<file path="config.mk">
export PLATFORM = sky130hd
export DESIGN_NAME = fat_boot_sector_geometry_check
export DESIGN_NICKNAME = d
export VERILOG_FILES = /design/src/rtl/core/fbsgc_pkg.sv /design/src/rtl/core/fat_boot_sector_geometry_check.sv /design/src/rtl/core/fbsgc_check.sv /design/src/rtl/core/fbsgc_span.sv /design/src/rtl/core/fbsgc_class.sv
export VERILOG_INCLUDE_DIRS = /design/src /design/src/rtl/core
export SDC_FILE = /design/constraint.sdc
export NUM_CORES = 1
export LEC_CHECK = 0
export ABC_AREA = 1
export BUFFER_PORTS_ARGS = -buffer_cell sky130_fd_sc_hd__buf_2
export CAP_MARGIN = 20
export CORE_ASPECT_RATIO = 0.7
export CORE_MARGIN = 2
export CORE_UTILIZATION = 45
export CTS_CLUSTER_SIZE = 28
export DETAILED_ROUTE_END_ITERATION = 7
export PLACE_DENSITY = 0.67
export SYNTH_ARGS = -nofsm -noshare
export SYNTH_HDL_FRONTEND = slang
export SYNTH_SLANG_ARGS = --single-unit
</file>
<file path="constraint.sdc">
create_clock -name clock -period 12.4 [get_ports clock]
set_clock_uncertainty 0.15 [all_clocks]
set_input_delay 0.62 -clock clock [delete_from_list [all_inputs] [get_ports clock]]
set_output_delay 0.62 -clock clock [all_outputs]
set_load 0.005 [all_outputs]
</file>
<file path="src/rtl/core/fat_boot_sector_geometry_check_assert.svh">
// ----------------------------------------------------------------------------
// FAT boot sector geometry check assertion macros
// Shared assertion macros, clocked on clock and disabled while reset is high.
// ----------------------------------------------------------------------------
`ifndef FAT_BOOT_SECTOR_GEOMETRY_CHECK_ASSERT_SVH
`define FAT_BOOT_SECTOR_GEOMETRY_CHECK_ASSERT_SVH

// The consequent must hold in the same cycle as the antecedent.
`define FBSGC_ASSERT_SAME(label, ante, cons, msg) \
   label: assert property (@(posedge clock) disable iff (reset) (ante) |-> (cons)) \
      else $error(msg);

// The consequent must hold in the cycle after the antecedent.
`define FBSGC_ASSERT_NEXT(label, ante, cons, msg) \
   label: assert property (@(posedge clock) disable iff (reset) (ante) |=> (cons)) \
      else $error(msg);

`endif

</file>
<file path="src/rtl/core/fbsgc_pkg.sv">
// ----------------------------------------------------------------------------
// FAT boot sector geometry check package
// Beat types, stage types and constants shared by the check pipeline.
// ----------------------------------------------------------------------------
package fbsgc_pkg;

   localparam logic [15:0] SIG_WORD    = 16'hAA55;
   localparam logic [15:0] SECTOR_512  = 16'd512;
   localparam logic [15:0] SECTOR_1024 = 16'd1024;
   localparam logic [15:0] SECTOR_2048 = 16'd2048;
   localparam logic [15:0] SECTOR_4096 = 16'd4096;
   localparam int          DIR_ENTRY_SHIFT = 5;
   localparam logic [31:0] FAT12_LIMIT = 32'd4085;
   localparam logic [31:0] FAT16_LIMIT = 32'd65525;

   typedef enum logic [1:0] {
      VARIANT_FAT12 = 2'd0,
      VARIANT_FAT16 = 2'd1,
      VARIANT_FAT32 = 2'd2
   } fat_variant_type;

   typedef struct packed {
      logic [15:0] boot_signature;
      logic [15:0] bytes_per_sector;
      logic [7:0]  sectors_per_cluster;
      logic [15:0] reserved_sectors;
      logic [7:0]  fat_count;
      logic [15:0] root_entries;
      logic [15:0] fat_size_short;
      logic [31:0] fat_size_long;
      logic [15:0] total_short;
      logic [31:0] total_long;
   } req_type;

   typedef struct packed {
      logic            volume_ok;
      fat_variant_type fat_variant;
      logic [12:0]     root_dir_sectors;
      logic [31:0]     fat_sectors;
      logic [31:0]     total_sectors;
      logic [31:0]     data_sectors;
      logic [31:0]     data_clusters;
   } rsp_type;

   typedef struct packed {
      logic        good;
      logic [12:0] root;
      logic [31:0] fat;
      logic [31:0] fat_mult;
      logic [31:0] tot;
      logic [15:0] rsv;
      logic [2:0]  spc_shift;
   } s1_type;

   typedef struct packed {
      logic        good;
      logic [12:0] root;
      logic [31:0] fat;
      logic [31:0] tot;
      logic [31:0] meta;
      logic [2:0]  spc_shift;
   } s2_type;

   typedef struct packed {
      logic        good;
      logic [12:0] root;
      logic [31:0] fat;
      logic [31:0] tot;
      logic [31:0] data;
      logic [31:0] clus;
   } s3_type;

   typedef struct packed {
      logic load_a;
      logic load_b;
   } span_ctl_type;

endpackage

</file>
<file path="src/rtl/core/fat_boot_sector_geometry_check.sv">
// ----------------------------------------------------------------------------
// FAT boot sector geometry check
// Validates one FAT boot parameter block per beat and reports its geometry.
//
// The req channel carries one parameter block per beat; the rsp channel
// returns one result beat for each request beat, in order. A beat moves at a
// rising edge where valid is high and stall is low.
// An accepted request beat passes through the stage registers in order: a field
// check stage, a metadata sum stage, a data span and cluster shift stage,
// and the classify stage that is also the result register.
// Throughput is one beat per cycle while rsp_stall is low; the four stage
// registers and the chain of per-stage load enables set that figure.
// Synchronous reset empties every stage; rsp_valid is low after reset.
// While rsp_stall is high the result beat holds, and the pipeline keeps
// filling its empty stages; req_stall rises only when all four are full.
// A failed check gives volume_ok low with every other field zero.
// ----------------------------------------------------------------------------
module fat_boot_sector_geometry_check (
   input  logic               clock,
   input  logic               reset,
   input  logic               req_valid,
   output logic               req_stall,
   input  fbsgc_pkg::req_type req_payload,
   output logic               rsp_valid,
   input  logic               rsp_stall,
   output fbsgc_pkg::rsp_type rsp_payload
);
   import fbsgc_pkg::*;

   `include "fat_boot_sector_geometry_check_assert.svh"

   logic         s1_valid;
   s1_type       s1_data;
   logic         s2_valid;
   logic         s3_valid;
   s3_type       s3_data;
   logic         load1;
   logic         load4;
   span_ctl_type span_ctl;

   always_comb begin
      load4           = !rsp_valid || !rsp_stall;
      span_ctl.load_b = !s3_valid || load4;
      span_ctl.load_a = !s2_valid || span_ctl.load_b;
      load1           = !s1_valid || span_ctl.load_a;
   end

   assign req_stall = !load1;

   fbsgc_check u_check (
      .clock       (clock),
      .reset       (reset),
      .load        (load1),
      .req_valid   (req_valid),
      .req_payload (req_payload),
      .s1_valid    (s1_valid),
      .s1_data     (s1_data)
   );

   fbsgc_span u_span (
      .clock    (clock),
      .reset    (reset),
      .ctl      (span_ctl),
      .s1_valid (s1_valid),
      .s1_data  (s1_data),
      .s2_valid (s2_valid),
      .s3_valid (s3_valid),
      .s3_data  (s3_data)
   );

   fbsgc_class u_class (
      .clock       (clock),
      .reset       (reset),
      .load        (load4),
      .s3_valid    (s3_valid),
      .s3_data     (s3_data),
      .rsp_valid   (rsp_valid),
      .rsp_payload (rsp_payload)
   );

   `FBSGC_ASSERT_SAME(a_stall_only_when_full, req_stall, s1_valid && s2_valid && s3_valid && rsp_valid, "request stalled while a stage was empty")
   `FBSGC_ASSERT_SAME(a_bad_volume_zero, rsp_valid && !rsp_payload.volume_ok, rsp_payload.fat_variant == VARIANT_FAT12 && rsp_payload.root_dir_sectors == 13'd0 && rsp_payload.fat_sectors == 32'd0 && rsp_payload.total_sectors == 32'd0 && rsp_payload.data_sectors == 32'd0 && rsp_payload.data_clusters == 32'd0, "bad volume result has nonzero fields")
   `FBSGC_ASSERT_SAME(a_data_below_total, rsp_valid && rsp_payload.volume_ok, rsp_payload.data_sectors < rsp_payload.total_sectors, "good volume with data not below total")
   `FBSGC_ASSERT_SAME(a_variant_matches, rsp_valid && rsp_payload.volume_ok, (rsp_payload.fat_variant == VARIANT_FAT12) == (rsp_payload.data_clusters < FAT12_LIMIT) && (rsp_payload.fat_variant == VARIANT_FAT32) == (rsp_payload.data_clusters >= FAT16_LIMIT), "FAT variant disagrees with cluster count")

endmodule

</file>
<file path="src/rtl/core/fbsgc_check.sv">
// ----------------------------------------------------------------------------
// FAT boot sector geometry check, field check stage
// Validates the parameter block and picks the FAT size, total and root size.
// ----------------------------------------------------------------------------
module fbsgc_check (
   input  logic             clock,
   input  logic             reset,
   input  logic             load,
   input  logic             req_valid,
   input  fbsgc_pkg::req_type req_payload,
   output logic             s1_valid,
   output fbsgc_pkg::s1_type s1_data
);
   import fbsgc_pkg::*;

   logic        valid_ff;
   s1_type      s1_in;
   s1_type      s1_ff;
   logic [22:0] round_sum;
   logic        sig_ok;
   logic        bps_ok;
   logic        spc_ok;
   logic        fat_ok;
   logic        count_ok;
   logic [7:0]  spc;

   assign spc = req_payload.sectors_per_cluster;

   always_comb begin
      sig_ok   = req_payload.boot_signature == SIG_WORD;
      bps_ok   = req_payload.bytes_per_sector == SECTOR_512  ||
                 req_payload.bytes_per_sector == SECTOR_1024 ||
                 req_payload.bytes_per_sector == SECTOR_2048 ||
                 req_payload.bytes_per_sector == SECTOR_4096;
      spc_ok   = spc != 8'd0 && (spc & (spc - 8'd1)) == 8'd0;
      fat_ok   = req_payload.fat_size_short != 16'd0 || req_payload.fat_size_long != 32'd0;
      count_ok = (req_payload.fat_count == 8'd1 || req_payload.fat_count == 8'd2) &&
                 req_payload.reserved_sectors != 16'd0;

      round_sum = {2'b00, req_payload.root_entries, {DIR_ENTRY_SHIFT{1'b0}}} +
                  {7'd0, req_payload.bytes_per_sector} - 23'd1;

      s1_in      = '0;
      s1_in.good = sig_ok && bps_ok && spc_ok && fat_ok && count_ok;
      s1_in.rsv  = req_payload.reserved_sectors;

      unique case (req_payload.bytes_per_sector)
         SECTOR_512:  s1_in.root = round_sum[21:9];
         SECTOR_1024: s1_in.root = round_sum[22:10];
         SECTOR_2048: s1_in.root = {1'b0, round_sum[22:11]};
         SECTOR_4096: s1_in.root = {2'b00, round_sum[22:12]};
         default:     s1_in.root = '0;
      endcase

      s1_in.fat = (req_payload.fat_size_short != 16'd0) ?
                  {16'd0, req_payload.fat_size_short} : req_payload.fat_size_long;
      s1_in.tot = (req_payload.total_short != 16'd0) ?
                  {16'd0, req_payload.total_short} : req_payload.total_long;
      s1_in.fat_mult = (req_payload.fat_count == 8'd2) ? {s1_in.fat[30:0], 1'b0} : s1_in.fat;

      for (int i = 0; i < 8; i++) begin
         if (spc[i]) begin
            s1_in.spc_shift = 3'(i);
         end
      end
   end

   always_ff @(posedge clock) begin
      if (reset) begin
         valid_ff <= 1'b0;
      end else if (load) begin
         valid_ff <= req_valid;
      end
   end

   always_ff @(posedge clock) begin
      if (load) begin
         s1_ff <= s1_in;
      end
   end

   assign s1_valid = valid_ff;
   assign s1_data  = s1_ff;

endmodule

</file>
<file path="src/rtl/core/fbsgc_span.sv">
// ----------------------------------------------------------------------------
// FAT boot sector geometry check, data span stages
// Sums the metadata sectors, then forms data sectors and data clusters.
// ----------------------------------------------------------------------------
module fbsgc_span (
   input  logic                   clock,
   input  logic                   reset,
   input  fbsgc_pkg::span_ctl_type ctl,
   input  logic                   s1_valid,
   input  fbsgc_pkg::s1_type      s1_data,
   output logic                   s2_valid,
   output logic                   s3_valid,
   output fbsgc_pkg::s3_type      s3_data
);
   import fbsgc_pkg::*;

   logic   s2_valid_ff;
   logic   s3_valid_ff;
   s2_type s2_in;
   s2_type s2_ff;
   s3_type s3_in;
   s3_type s3_ff;

   always_comb begin
      s2_in.good      = s1_data.good;
      s2_in.root      = s1_data.root;
      s2_in.fat       = s1_data.fat;
      s2_in.tot       = s1_data.tot;
      s2_in.spc_shift = s1_data.spc_shift;
      s2_in.meta      = {16'd0, s1_data.rsv} + {19'd0, s1_data.root} + s1_data.fat_mult;
   end

   always_comb begin
      s3_in.good = s2_ff.good;
      s3_in.root = s2_ff.root;
      s3_in.fat  = s2_ff.fat;
      s3_in.tot  = s2_ff.tot;
      s3_in.data = s2_ff.tot - s2_ff.meta;
      s3_in.clus = s3_in.data >> s2_ff.spc_shift;
   end

   always_ff @(posedge clock) begin
      if (reset) begin
         s2_valid_ff <= 1'b0;
         s3_valid_ff <= 1'b0;
      end else begin
         if (ctl.load_a) begin
            s2_valid_ff <= s1_valid;
         end
         if (ctl.load_b) begin
            s3_valid_ff <= s2_valid_ff;
         end
      end
   end

   always_ff @(posedge clock) begin
      if (ctl.load_a) begin
         s2_ff <= s2_in;
      end
      if (ctl.load_b) begin
         s3_ff <= s3_in;
      end
   end

   assign s2_valid = s2_valid_ff;
   assign s3_valid = s3_valid_ff;
   assign s3_data  = s3_ff;

endmodule

</file>
<file path="src/rtl/core/fbsgc_class.sv">
// ----------------------------------------------------------------------------
// FAT boot sector geometry check, classify stage
// Makes the final validity decision, picks the FAT variant and holds the
// result beat.
// ----------------------------------------------------------------------------
module fbsgc_class (
   input  logic              clock,
   input  logic              reset,
   input  logic              load,
   input  logic              s3_valid,
   input  fbsgc_pkg::s3_type s3_data,
   output logic              rsp_valid,
   output fbsgc_pkg::rsp_type rsp_payload
);
   import fbsgc_pkg::*;

   logic    valid_ff;
   rsp_type rsp_in;
   rsp_type rsp_ff;

   always_comb begin
      rsp_in = '0;
      if (s3_data.good && s3_data.data < s3_data.tot) begin
         rsp_in.volume_ok        = 1'b1;
         rsp_in.root_dir_sectors = s3_data.root;
         rsp_in.fat_sectors      = s3_data.fat;
         rsp_in.total_sectors    = s3_data.tot;
         rsp_in.data_sectors     = s3_data.data;
         rsp_in.data_clusters    = s3_data.clus;
         if (s3_data.clus < FAT12_LIMIT) begin
            rsp_in.fat_variant = VARIANT_FAT12;
         end else if (s3_data.clus < FAT16_LIMIT) begin
            rsp_in.fat_variant = VARIANT_FAT16;
         end else begin
            rsp_in.fat_variant = VARIANT_FAT32;
         end
      end
   end

   always_ff @(posedge clock) begin
      if (reset) begin
         valid_ff <= 1'b0;
      end else if (load) begin
         valid_ff <= s3_valid;
      end
   end

   always_ff @(posedge clock) begin
      if (load) begin
         rsp_ff <= rsp_in;
      end
   end

   assign rsp_valid   = valid_ff;
   assign rsp_payload = rsp_ff;

endmodule
</file>
==> Word-level counts from Yosys, hierarchy flattened <==
Cells that the tools add are included.
{ "totals": {"in_bits": 180, "reg_bits": 532} }
{ "op_classes": {"n_shift": 1, "order_cmp": 3, "reduce_logical": 31, "mux": 13, "n_eq_ne": 7, "addsub": 6, "bitwise": 2} }
{ "ops": {"columns": ["cell", "n"], "rows": [
  ["2-to-1 mux 144 bit", 1],
  ["2-to-1 mux 32 bit", 2],
  ["one-hot mux 13 bit (4 select lines)", 1],
  ["nonzero test 16 bit", 3],
  ["adder 32 bit", 1],
  ["less-than comparator 32 x 12 -> 1 bit (second input constant)", 1],
  ["less-than comparator 32 x 16 -> 1 bit (second input constant)", 1],
  ["less-than comparator 32 bit", 1],
  ["nonzero test 32 bit", 1],
  ["right shift 32 x 3 -> 32 bit", 1],
  ["subtractor 32 bit", 1],
  ["subtractor 23 x 1 -> 23 bit (second input constant)", 1],
  ["adder 21 x 16 -> 22 bit", 1],
  ["adder 16 x 13 -> 17 bit", 1],
  ["equality test 16 x 10 -> 1 bit (second input constant)", 1],
  ["equality test 16 x 11 -> 1 bit (second input constant)", 1],
  ["equality test 16 x 12 -> 1 bit (second input constant)", 1],
  ["equality test 16 x 13 -> 1 bit (second input constant)", 1],
  ["equality test 16 bit (second input constant)", 1],
  ["2-to-1 mux 16 bit", 1],
  ["2-to-1 mux 2 bit", 6],
  ["logical OR 1 bit", 9],
  ["AND 8 bit", 1],
  ["equality test 8 x 1 -> 1 bit (second input constant)", 1],
  ["other kinds (10)", 23]
]} }

==> Depth between registers and ports, before layout <==
{ "depth": {"word_depth": 8, "ltp_mapped": 25, "depth_no_buf": 25} }

==> Cells and area by module <==
From an unflattened synthesis, not the netlist that was laid out.
{ "unflattened": {"hier_cells": 2716, "area_unflattened_um2": 26770.7} }
{ "by_module_without_submodules": {"columns": ["mod", "area_each_um2", "n_inst", "seq_area_each_um2", "cells_each"], "rows": [
  ["fbsgc_span", 12901.1, 1, 7697.4, 1259],
  ["fbsgc_check", 7512.2, 1, 3893.7, 881],
  ["fbsgc_class", 6317.3, 1, 4344.2, 569],
  ["fat_boot_sector_geometry_check", 40.0, 1, 0.0, 7]
]} }

==> Least setup slack after synthesis <==
OpenSTA, ideal clock, no wires.
{ "synth_timing": {"path_kind": "input to register", "start": "input port rsp_stall", "end": "register u_check.s1_ff, in the netlist u_check.s1_data[0] (enable)", "stages": 7, "path_slack_ns": -0.182, "path_buffers": 0, "arrival_ns": 11.950, "cell_sequence": "nand2_1 -> nor2_1 -> inv_1 -> nor2_1 -> inv_1 -> nor2_1 -> inv_1"} }
{ "synth_rtl": {"columns": ["item", "line", "rtl"], "rows": [
  ["start: declaration", "fat_boot_sector_geometry_check.sv:25", "input logic rsp_stall,"],
  ["end signal: assignment", "fbsgc_check.sv:78", "s1_ff <= s1_in;"],
  ["end: declaration", "fbsgc_check.sv:18", "s1_type s1_ff;"]
]} }

==> impl_results.md <==
- Final hold violations: 0
- Die X-Extent: 290 um
- Post-Syn Area: 25800 sq um
- WP buf/inv: 3
- Total of cells resized after clock tree synthesis: 0
- Vias in the first global route: 18100
- Final min period: 4500 ps
- Rows: 73
- CP Cell Sequence: ha_1 > inv_1 > fa_1 > nand3b_1 > nand2_1 > a31oi_1 > o41ai_1 > xnor2_1 > inv_1 > ha_1 > nand2_1 > nor2_1 > inv_1 > nor2_1 > nand3_1 > a21oi_1 > nand2_1 > xnor2_1
- Crit path largest cell delay: 710 ps
- Number of flops mapped to enable cells by yosys: 528
- Initial Utilization: 45.5%
- Synth Flop Type: edfxtp_1
- Req. time, crit path: 12580 ps
- CTS tree: done
- Clk buf depth: 3
- Maximum number of pins on one net before global-route repair: 78
- Routed len/inst: 18.0 um
- Ys Warns: 0
- Initial DRC count: 1644
- CP Capture Type: register
- Post-CTS setup buffers: 0
- Final setup violation count: 0
- Initial antenna violation count: 0
- Total wire length: 65.1 mm
- WP data arrival: 4680 ps
- Drt via density: 5.13
- Max-Cap Viols: 0
- Share of the yosys chip area belonging to registers: 61.7%
- Cell area after layout: 29900 sq um
- Clock root buffer master: clkbuf_16
- Mean Syn Cell Area: 10.4 sq um
- Layout fillers: 4963
- HPWL after DPL: 51.0 mm
- Port Buffers: 325
- VDD IR max: 92.6 uV
- Synthesis-to-finish area growth: 15.9%
- LEAKAGE: 14.1 nW
- Critical path class: reg2reg
- Final Max Slew Viols: 0
- Ys async rst share: 0%
- Initial DRT Pass Iterations: 6
- Cell variety after synth: 61
- Sink Count: 532
- Synth Register Bits: 532
- Share of post-route cells with drive strength above 1: 16.2%
- Crit path max-delay family: compound AO/OA/AOI/OAI gates
- DRT antenna net count: 0
- DRC errors left: 0
- Wire length of the first global-routing pass: 101 mm
- Antenna fix cells: 0
- Tightest Pin Transition: 1010 ps
- Fmax: 0.222 GHz
- Slew margin rel.: 32.7%
- GRT Total Usage: 22.0%
- RD Place Congestion: 0.907
- Commonest non-fill, non-tap cell in the layout: edfxtp_1
- RSZ-0062 raised after global routing: no
- Setup TNS: 0 ps
- Die outline height: 204 um
- Placeable Area: 56700 sq um
- Num CTS Buffers: 51
- Worst Path Max Fanout: 5
- Nets@finish: 3122
- Pwr Density: 145 nW/um^2
- Routed via count: 18600
- Gr ovfl total: 0
- Startpoint types: register
- Die area: 59300 sq um
- Htree depth: 2
- Slowest CP cell: o41ai_1
- # IOs: 326
- Worst-path clk slew: 60 ps
- CTS Hold Bufs: 0
- Later-pin clock latency in the skew report: 590 ps
- Mapped Cells: 2493
- Outcome: finished, final reports clean
- Tcrit/Tclk final: 36.3%
- Hold WC Path Type: in2reg
- Commonest non-fill, non-tap cells in the layout: 528 x edfxtp_1, 430 x nand2_1, 398 x inv_1, 325 x buf_2, 288 x nor2_1
- Dpl cell area: 28300 sq um
- Mapped Nets: 2780
## flip-flops by register name, summed over array words and instances (netlist names)
register / flops
u_span.s2_valid: 1
u_check.s1_valid: 1
u_class.rsp_valid: 1
u_span.s2_ff: 113
u_span.s3_data: 142
u_check.s1_data: 129
u_class.rsp_payload: 144
u_span.s3_valid: 1
## worst paths after layout
kind | depth (start not counted) | to | slack, ps | start
worst max register to register | 18 | u_span.s2_ff[27] | 7900 | u_check.s1_data[115]
worst min-delay path | 2 | u_span.s3_valid | 80 | reset
worst min register to register | 0 | u_span.s2_ff[39] | 260 | u_check.s1_data[23]
worst max-delay path | 18 | u_span.s2_ff[27] | 7900 | u_check.s1_data[115]
## per-stage QoR
step                hold WS [ps]  util, %  setup WS, ps  std cells  power, mW
global route                71.1     52.7          7500       3625       4.54
floorplan                    250        -          1180       2493       2.62
finish                      79.9     52.7          7900       3625       4.34
CTS                         45.8     52.7          7860       3624       4.36
global placement             251     49.9          7640       3530       2.85
detailed placement           255     49.9          7490       3531       2.87
## routing by layer
layer,track usage (%),wire (um)
met1,32.7,31300
met2,32.9,27400
met3,4.44,5110
met4,5.62,1360
met5,0,0
## synthesized netlist by cell type (2+ instances only)
master,n,area share [%]
a211oi_1,4,0.12
a21o_1,7,0.20
a21oi_1,113,2.2
a221oi_1,2,0.068
a31oi_1,4,0.097
and2_1,14,0.34
buf_1,6,0.087
buf_2,10,0.19
clkbuf_1,31,0.45
clkinv_1,4,0.058
dfxtp_1,4,0.31
edfxtp_1,528,61
fa_1,4,0.31
ha_1,103,5.0
inv_1,401,5.8
inv_2,5,0.073
mux2i_1,2,0.078
nand2_1,432,6.3
nand2_2,18,0.44
nand3_1,193,3.7
nand3_2,4,0.16
nand3b_1,8,0.23
nand4_1,36,0.87
nor2_1,288,4.2
nor2_2,7,0.17
nor2_4,4,0.17
nor3_1,18,0.35
nor3_2,2,0.078
nor4_1,32,0.78
o2111ai_1,2,0.068
o211ai_1,4,0.12
o21a_1,5,0.15
o21ai_0,74,1.4
o21ai_1,14,0.27
o21ai_2,4,0.14
o21bai_1,18,0.52
o22ai_1,3,0.073
xnor2_1,21,0.71
xor2_1,42,1.4
## kinds of logic after synthesis
| group | count (synthesis) | synth area share, % |
|---|---|---|
| AND/OR/NAND/NOR | 1065 | 18.2 |
| flip-flops | 532 | 61.7 |
| buffers and inverters | 458 | 6.74 |
| AO/OA/AOI/OAI | 265 | 5.80 |
| adder cells (fa/ha/maj) | 107 | 5.30 |
| XOR/XNOR | 64 | 2.20 |
| multiplexers | 2 | 0.0775 |
## final cells by class
cell class                      instances  area, sq um  share of cell area [%]
Clock buffer                           63         1320                    4.42
Clock inverter                         30          262                   0.874
Inverter                              410         1550                    5.18
Multi-Input combinational cell       1503         8180                    27.3
Sequential cell                       532        15900                    53.3
Tap cell                              750          938                    3.14
Timing Repair Buffer                  337         1740                    5.80
## where the power goes
part	internal, mW	total (mW)	switching, mW
clock	0.841	1.50	0.655
combinational	0.225	0.674	0.449
sequential	2.10	2.16	0.0625
Note: power is estimated with default switching activity, not from simulation.
